### config.mk
export PLATFORM = sky130hd
export DESIGN_NAME = chrl_front
export DESIGN_NICKNAME = d
export VERILOG_FILES = /design/src/design/chrl_pkg.sv /design/src/design/chrl_front.sv
export SDC_FILE = /design/constraint.sdc
export NUM_CORES = 1
export LEC_CHECK = 0
export BUFFER_PORTS_ARGS = -buffer_cell sky130_fd_sc_hd__buf_2
export CORE_ASPECT_RATIO = 0.75
export CORE_UTILIZATION = 25
export CTS_BUF_LIST = sky130_fd_sc_hd__clkbuf_16
export CTS_CLUSTER_SIZE = 12
export DETAILED_ROUTE_END_ITERATION = 6
export GPL_TIMING_DRIVEN = 0
export PLACE_DENSITY_LB_ADDON = 0.25
export SLEW_MARGIN = 20
export SYNTH_ARGS = -nofsm -noshare
export SYNTH_HDL_FRONTEND = slang
export SYNTH_SLANG_ARGS = --single-unit
### constraint.sdc
create_clock -name clk -period 22.4 [get_ports clk]
set_input_delay 2.24 -clock clk [delete_from_list [all_inputs] [get_ports clk]]
set_output_delay 2.24 -clock clk [all_outputs]
set_load 0.05 [all_outputs]
### src/design/chrl_pkg.sv
// ----------------------------------------------------------------------------
// chrl_pkg: shared types and constants for the hash ring lookup block
// Holds ring sizes, hash constants, result codes and the front/back queue item.
// ----------------------------------------------------------------------------
package chrl_pkg;

    localparam int RING_ENTRIES = 1024;
    localparam int IDX_W        = $clog2(RING_ENTRIES);
    localparam int CNT_W        = IDX_W + 1;
    localparam int CACHE_W      = 8;

    localparam logic [31:0] MM_MUL  = 32'h5bd1e995;
    localparam logic [31:0] MM_SEED = 32'd97;

    localparam logic [2:0] ST_DONE      = 3'd0;
    localparam logic [2:0] ST_INSERTED  = 3'd1;
    localparam logic [2:0] ST_COLLISION = 3'd2;
    localparam logic [2:0] ST_FULL      = 3'd3;
    localparam logic [2:0] ST_EMPTY     = 3'd4;

    // work handed from the front (hash) to the back (ring)
    typedef struct packed {
        logic        is_insert;
        logic [31:0] value;
        logic [7:0]  cache;
    } job_t;

    typedef enum logic [2:0] {
        HS_IDLE, HS_M1, HS_M2, HS_M3, HS_F1, HS_F2
    } hstate_t;

    typedef enum logic [2:0] {
        RS_IDLE, RS_SRCH, RS_WAIT, RS_DECIDE, RS_SHIFT, RS_RD, RS_OUT
    } rstate_t;

endpackage

### src/design/chrl_front.sv
// ----------------------------------------------------------------------------
// chrl_front: input acceptance and MurmurHash2 engine
// Mixes key chunks step by step with one combinational multiplier and
// passes finished hashes and insert commands to the job queue.
// ----------------------------------------------------------------------------
module chrl_front (
    input  logic                 clk,
    input  logic                 rst_n,
    input  logic                 in_valid,
    output logic                 in_ready,
    input  logic                 cmd,
    input  logic [15:0]          key_total_length,
    input  logic [31:0]          chunk_word,
    input  logic [2:0]           chunk_bytes,
    input  logic                 chunk_last,
    input  logic [31:0]          node_position,
    input  logic [7:0]           node_cache,
    output logic                 job_valid,
    input  logic                 job_ready,
    output chrl_pkg::job_t       job
);

    chrl_pkg::hstate_t state_reg, state_next;
    logic [31:0] h_reg, h_next;
    logic [31:0] k_reg, k_next;
    logic        kip_reg, kip_next;
    logic        last_reg, last_next;
    logic        full_reg, full_next;
    logic        jv_reg, jv_next;
    chrl_pkg::job_t job_reg, job_next;
    logic [31:0] mul_a, mul_b, prod;
    logic [2:0]  nb;
    logic [31:0] h0, tail;
    logic        acc;

    assign prod = mul_a * mul_b;
    assign nb   = (chunk_bytes > 3'd4) ? 3'd4 : chunk_bytes;
    assign h0   = kip_reg ? h_reg : (chrl_pkg::MM_SEED ^ {16'd0, key_total_length});
    assign in_ready = (state_reg == chrl_pkg::HS_IDLE) && !jv_reg;
    assign acc  = in_valid && in_ready;
    assign job_valid = jv_reg;
    assign job = job_reg;

    always_comb
    begin
        unique case (nb)
            3'd1:    tail = {24'd0, chunk_word[7:0]};
            3'd2:    tail = {16'd0, chunk_word[15:0]};
            3'd3:    tail = {8'd0, chunk_word[23:0]};
            default: tail = 32'd0;
        endcase
    end

    // pick multiplier operands per step
    always_comb
    begin
        mul_a = h_reg;
        mul_b = chrl_pkg::MM_MUL;
        unique case (state_reg)
            chrl_pkg::HS_M1: mul_a = k_reg;
            chrl_pkg::HS_M2: mul_a = k_reg ^ (k_reg >> 24);
            chrl_pkg::HS_M3: mul_a = h_reg;
            chrl_pkg::HS_F1: mul_a = h_reg ^ (h_reg >> 13);
            default:         mul_a = h_reg;
        endcase
    end

    // next state
    always_comb
    begin
        state_next = state_reg;
        unique case (state_reg)
            chrl_pkg::HS_IDLE:
                if (acc && !cmd)
                begin
                    if (nb == 3'd4)
                        state_next = chrl_pkg::HS_M1;
                    else if (chunk_last)
                        state_next = (nb != 3'd0) ? chrl_pkg::HS_M3 : chrl_pkg::HS_F1;
                end
            chrl_pkg::HS_M1: state_next = chrl_pkg::HS_M2;
            chrl_pkg::HS_M2: state_next = chrl_pkg::HS_M3;
            chrl_pkg::HS_M3: state_next = last_reg ? chrl_pkg::HS_F1 : chrl_pkg::HS_IDLE;
            chrl_pkg::HS_F1: state_next = chrl_pkg::HS_F2;
            chrl_pkg::HS_F2: state_next = chrl_pkg::HS_IDLE;
            default:         state_next = chrl_pkg::HS_IDLE;
        endcase
    end

    // datapath and outputs
    always_comb
    begin
        h_next    = h_reg;
        k_next    = k_reg;
        kip_next  = kip_reg;
        last_next = last_reg;
        full_next = full_reg;
        jv_next   = jv_reg && !job_ready;
        job_next  = job_reg;
        unique case (state_reg)
            chrl_pkg::HS_IDLE:
                if (acc)
                begin
                    if (cmd)
                    begin
                        jv_next  = 1'b1;
                        job_next = '{is_insert: 1'b1, value: node_position,
                                     cache: node_cache};
                    end
                    else if (nb == 3'd4 || chunk_last)
                    begin
                        kip_next  = 1'b1;
                        last_next = chunk_last;
                        full_next = (nb == 3'd4);
                        h_next    = (nb == 3'd4) ? h0 : (h0 ^ tail);
                        k_next    = chunk_word;
                    end
                end
            chrl_pkg::HS_M1: k_next = prod;
            chrl_pkg::HS_M2: k_next = prod;
            chrl_pkg::HS_M3: h_next = full_reg ? (prod ^ k_reg) : prod;
            chrl_pkg::HS_F1: h_next = prod;
            chrl_pkg::HS_F2:
            begin
                h_next   = h_reg ^ (h_reg >> 15);
                kip_next = 1'b0;
                jv_next  = 1'b1;
                job_next = '{is_insert: 1'b0, value: h_reg ^ (h_reg >> 15),
                             cache: 8'd0};
            end
            default: ;
        endcase
    end

    always_ff @(posedge clk or negedge rst_n)
    begin
        if (!rst_n)
        begin
            state_reg <= chrl_pkg::HS_IDLE;
            h_reg     <= '0;
            kip_reg   <= 1'b0;
            jv_reg    <= 1'b0;
        end
        else
        begin
            state_reg <= state_next;
            h_reg     <= h_next;
            kip_reg   <= kip_next;
            jv_reg    <= jv_next;
        end
    end

    always_ff @(posedge clk)
    begin
        k_reg    <= k_next;
        last_reg <= last_next;
        full_reg <= full_next;
        job_reg  <= job_next;
    end

    a_busy_no_accept: assert property (@(posedge clk) disable iff (!rst_n)
        (state_reg != chrl_pkg::HS_IDLE) |-> !in_ready)
        else $error("front accepted while hashing");
    a_fin_emits: assert property (@(posedge clk) disable iff (!rst_n)
        (state_reg == chrl_pkg::HS_F2) |=> job_valid && !job.is_insert)
        else $error("finished hash not queued");
    a_fin_clears: assert property (@(posedge clk) disable iff (!rst_n)
        (state_reg == chrl_pkg::HS_F2) |=> !kip_reg)
        else $error("key still open after final");

endmodule

* Word-level counts from Yosys, hierarchy flattened
Index checks and enable logic that the tools add are counted.
** Word-level totals
- Memory bits (writable) :: 0
- Latch bits :: 0
- Register bits :: 112
- Logic and storage cells :: 84
- Bits in read-only memories :: 0
- Memories :: 0
** Operators by class
- Mux-type cells :: 30
- Reductions and logical operators :: 20
- Div/mod/pow operators :: 0
- Add/sub/neg operators :: 0
- Multiply operators :: 1
- Bitwise gates (word level) :: 7
- Shift-type cells :: 0
- Order comparisons :: 1
- Equality and inequality tests :: 15
** Operators by type and width (number)
- 32-bit 2-to-1 mux :: 9
- 32-bit case mux with 4 select lines :: 1
- 32-bit case mux with 3 select lines :: 1
- 41-bit 2-to-1 mux :: 2
- 41-bit case mux with 2 select lines :: 1
- 24-bit case mux with 3 select lines :: 1
- 32-bit case mux with 2 select lines :: 1
- 32-bit XOR :: 2
- 32-bit by 31-bit multiplier with 32-bit output, second input constant :: 1
- 32-bit by 17-bit XOR with 32-bit output :: 1
- 32-bit by 19-bit XOR with 32-bit output :: 1
- 32-bit by 8-bit XOR with 32-bit output :: 1
- 3-bit 2-to-1 mux :: 6
- 4-bit AND reduction :: 4
- 3-bit case mux with 5 select lines :: 1
- 3-bit by 2-bit equality test with 1-bit output, second input constant :: 4
- 3-bit equality test, second input constant :: 3
- 3-bit by 1-bit equality test with 1-bit output, second input constant :: 2
- 2-bit inequality test, second input constant :: 3
- 1-bit 2-to-1 mux :: 5
- 1-bit logical AND :: 4
- 2-bit by 1-bit inequality test with 1-bit output, second input constant :: 2
- 1-bit case mux with 2 select lines :: 2
- 2-bit nonzero test :: 2
- 12 further kinds :: 14

* Longest topological paths before layout
- Word-level depth :: 10
- Mapped depth :: 35

* Worst setup path before layout
Ideal clock, no wire load.
- Kind :: flip-flop to flip-flop
- From :: register state_reg[1]
- To :: register h_reg[29]
- Stages on the path, launching flop included :: 29
- Slack :: 14.180 ns
- Arrival time :: 8.074 ns
- Path buffers :: 4
- Period minus slack after synthesis :: 8.220 ns
- Cells stage by stage :: dfrtp_1 buf_6 nor3b_4 clkbuf_1 buf_1 buf_1 nand2_1 o211ai_1 fa_1 ha_1 inv_1 fa_1 fa_1 fa_1 inv_1 fa_1 fa_1 inv_1 fa_1 inv_1 ha_1 and3_1 nand2_1 o31ai_1 a31oi_1 and2b_1 xor2_2 xnor2_1 o221ai_1
** On the way
- Cells in the longest elaborated chain, start to end :: 6
** Ends and longest elaborated chain
- start, declared :: line chrl_front.sv:23 : chrl_pkg::hstate_t state_reg, state_next;
- start signal, assigned :: line chrl_front.sv:139 : state_reg <= chrl_pkg::HS_IDLE;
- start signal, assigned :: line chrl_front.sv:146 : state_reg <= state_next;
- 3-bit equality test, or another cell as far along :: line chrl_front.sv:59, chrl_front.sv:100
- 32-bit case mux with 3 select lines :: line chrl_front.sv:59 : unique case (state_reg)
- 32-bit by 31-bit multiplier with 32-bit output :: line chrl_front.sv:36 : assign prod = mul_a * mul_b;
- 32-bit XOR :: line chrl_front.sv:121 : chrl_pkg::HS_M3: h_next = full_reg ? (prod ^ k_reg) : prod;
- 32-bit 2-to-1 mux :: line chrl_front.sv:121
- 32-bit case mux with 4 select lines :: line chrl_front.sv:100 : unique case (state_reg)
- end signal, assigned :: line chrl_front.sv:147 : h_reg <= h_next;
- end, declared :: line chrl_front.sv:24 : logic [31:0] h_reg, h_next;
Parallel ways exist; a longest one is shown, timed or not.
A chain may end at the register's enable or synchronous reset.

* Worst setup path after layout
Same ends and word-level chain as after synthesis.

==> results.yml <==
outcome:
  status: "complete, no violations"
routing:
  detail_route.first_pass.iterations: 5
  vias_per_cell: 4.63
  drc: 0
  drt_iter0_markers: 996
  antenna_left: 0
  wire_per_inst_um: 20.2
  via_count: 12899
  drt-total-wl_um: 56400
clock_network:
  cts-buffers-inserted: 9
  clk_pin_slew_ns: 0.08
  postCtsSetupRepairBufs: 0
  clock_latency_ns: 0.38
  clock-sinks: 112
  cts_resized: 0
  hold_buffers: 0
  clock_path_buffers: 2
  tritoncts: "done"
  htree_num_levels: 3
  root_buffer: "clkbuf_16"
global_routing:
  grt_pass1_vias: 12958
  grt_first_pass_wirelength_um: 83400
  antenna_found_initial: 1
  track_usage: 0.176
  grt_max_degree: 38
  grt_overflow: 0
critical_path:
  critPathMostFrequentCell: "fa_1"
  critPathLaunchType: "flip-flop"
  critPathKind: "reg -> reg"
  r2r_cells: 30
  cp-end-kind: "flip-flop"
  cp.required_ns: 22.61
  cp_max_fo: 10
  cp.arrival_ns: 10.93
  worstSetupEndpoint: "h_reg[29]"
  reg2reg_slack_ns: 11.68
  r2r-start: "state_reg[1]"
  crit_slowest_cell: "buf_1"
  crit_path_start: "state_reg[1]"
  slowest_delay_ns: 0.72
  r2r_end: "h_reg[29]"
yosys:
  synth_area_leader_cell: "fa_1"
  synthFlopType: "edfxtp_1"
  ys_seq_area_frac: 0.199
  syn_nets: 2257
  async_flop_share: 0.330
  syn_avg_cell_area_um2: 9.03
  synthCells: 1766
  yosysUniqueCellTypes: 64
  post-synth-top-count-cell: "inv_1"
  synth_warnings: 0
  ys_top_cells_by_count: "inv_1, nand2_1, ha_1, fa_1, xnor2_1"
  post-synth-top-area-fraction: 0.225
  synthTopCellsByArea: "fa_1, ha_1, edfxtp_1"
  synth_edf_count: 75
  ys_ff_latch: 112
  syn_area_um2: 15900
sta:
  worst_slew_pin_slew_ns: 1.21
  finalHoldViolations: 0
  grt_setup_unrepaired: "no"
  period_share: 0.478
  worst_hold_slack_ns: 0.469
  fmax_mhz: 93.3
  finalClockSkew_ns: 0.0162
  relSlewSlack: 0.189
  finalSetupViolations: 0
  fin_crit_ns: 10.72
  slew_viol_final: 0
  tns_ns: 0
final_layout:
  area_delta_synth_final_pct: 14.0
  final_nets: 2424
  largest_reg_flops: 41
  antenna-diode-count: 0
  drive_above_1_share: 0.105
  num-fill-cells: 6690
  fin_cells: 2788
die:
  initial_core_util: 0.255
  ios: 140
  die_w_um: 294
  die_y_um: 221
  core_area_um2: 62600
  rows: 79
  die-area_um2: 64800
placement:
  gp_congestion: 0.940
  dpl.cell_count: 2772
  port_buffers: 139
  dp_hpwl_um: 46800
hold_path:
  min_path_type: "reg -> reg"
job:
  cap_violations: 0
cell type report:
| class | count | area [um^2] | area share |
|---|---|---|---|
| Multi-Input combinational cell | 1225 | 11100 | 0.613 |
| Inverter | 362 | 1360 | 0.0747 |
| Tap cell | 850 | 1060 | 0.0585 |
| Buffer | 67 | 294 | 0.0162 |
| Clock inverter | 7 | 63.8 | 0.00351 |
| Sequential cell | 112 | 3180 | 0.175 |
| Timing Repair Buffer | 156 | 853 | 0.0469 |
| Clock buffer | 9 | 225 | 0.0124 |
logic make-up (layout without fill, tap and decap cells):
| kind of cell | count (synthesis) | in the layout | synth area share |
|---|---|---|---|
| AO/OA/AOI/OAI | 271 | 271 | 0.110 |
| AND/OR/NAND/NOR | 418 | 418 | 0.109 |
| XOR/XNOR | 115 | 115 | 0.0660 |
| buffers and inverters | 429 | 601 | 0.104 |
| adder cells (fa/ha/maj) | 394 | 394 | 0.393 |
| multiplexers | 27 | 27 | 0.0180 |
| flip-flops | 112 | 112 | 0.199 |
worst min path at each step:
stage | from | endpoint | slack [ns] | cells after the start
detailed placement | last_reg | state_reg[2] | 0.46 | 2
CTS | last_reg | state_reg[2] | 0.47 | 2
global placement | last_reg | state_reg[2] | 0.45 | 2
global route | last_reg | state_reg[2] | 0.49 | 2
finish | last_reg | state_reg[2] | 0.47 | 2
floorplan | last_reg | state_reg[2] | 0.42 | 2
routing by layer:
| layer | global-route usage | wire [um] | vias up |
|---|---|---|---|
| met5 | 0 | 0 | - |
| met4 | 0.0267 | 662 | 0 |
| met3 | 0.0532 | 5450 | 46 |
| met2 | 0.243 | 22200 | 447 |
| met1 | 0.267 | 28100 | 6398 |
| li1 | - | - | 6008 |
placed cells by master, fill, tap and decap left out, drive strengths merged, types with 6 or more instances in the layout:
| cell type | Yosys | final |
|---|---|---|
| inv | 361 | 364 |
| nand2 | 275 | 275 |
| ha | 215 | 215 |
| fa | 179 | 179 |
| buf | 20 | 176 |
| a21oi | 86 | 86 |
| xnor2 | 85 | 85 |
| edfxtp | 75 | 75 |
| nor2 | 66 | 66 |
| o21ai | 64 | 64 |
| clkbuf | 47 | 56 |
| dfrtp | 37 | 37 |
| xor2 | 28 | 28 |
| a21o | 26 | 26 |
| mux2i | 22 | 22 |
| nand3 | 19 | 19 |
| a221oi | 18 | 18 |
| nor2b | 17 | 17 |
| o211ai | 11 | 11 |
| a31oi | 10 | 10 |
| and3 | 9 | 9 |
| nor3 | 9 | 9 |
| nand2b | 7 | 7 |
| o22ai | 6 | 6 |
through the flow:
stage	util	worst slack, ns	area (um^2)
after detailed placement	0.286	11.58	17900
after global placement	0.283	10.73	17700
after CTS	0.290	11.51	18200
after floorplan	-	14.18	15900
final	0.291	11.68	18200
after global routing	0.291	11.17	18200
critical path, delay by kind of cell, from the launching register on:
kind                       cells  cell delay, ns
buffers and inverters         10            2.83
adders and majority gates      9            4.11
and+or+nand+nor                5            1.21
DFF                            1            0.40
xor gates and xnor gates       2            0.37
AOI/OAI and AO/OA              4            1.62
Power is not shown: default switching activity piles up to over one toggle a cycle in this logic, so the estimate is an artifact.
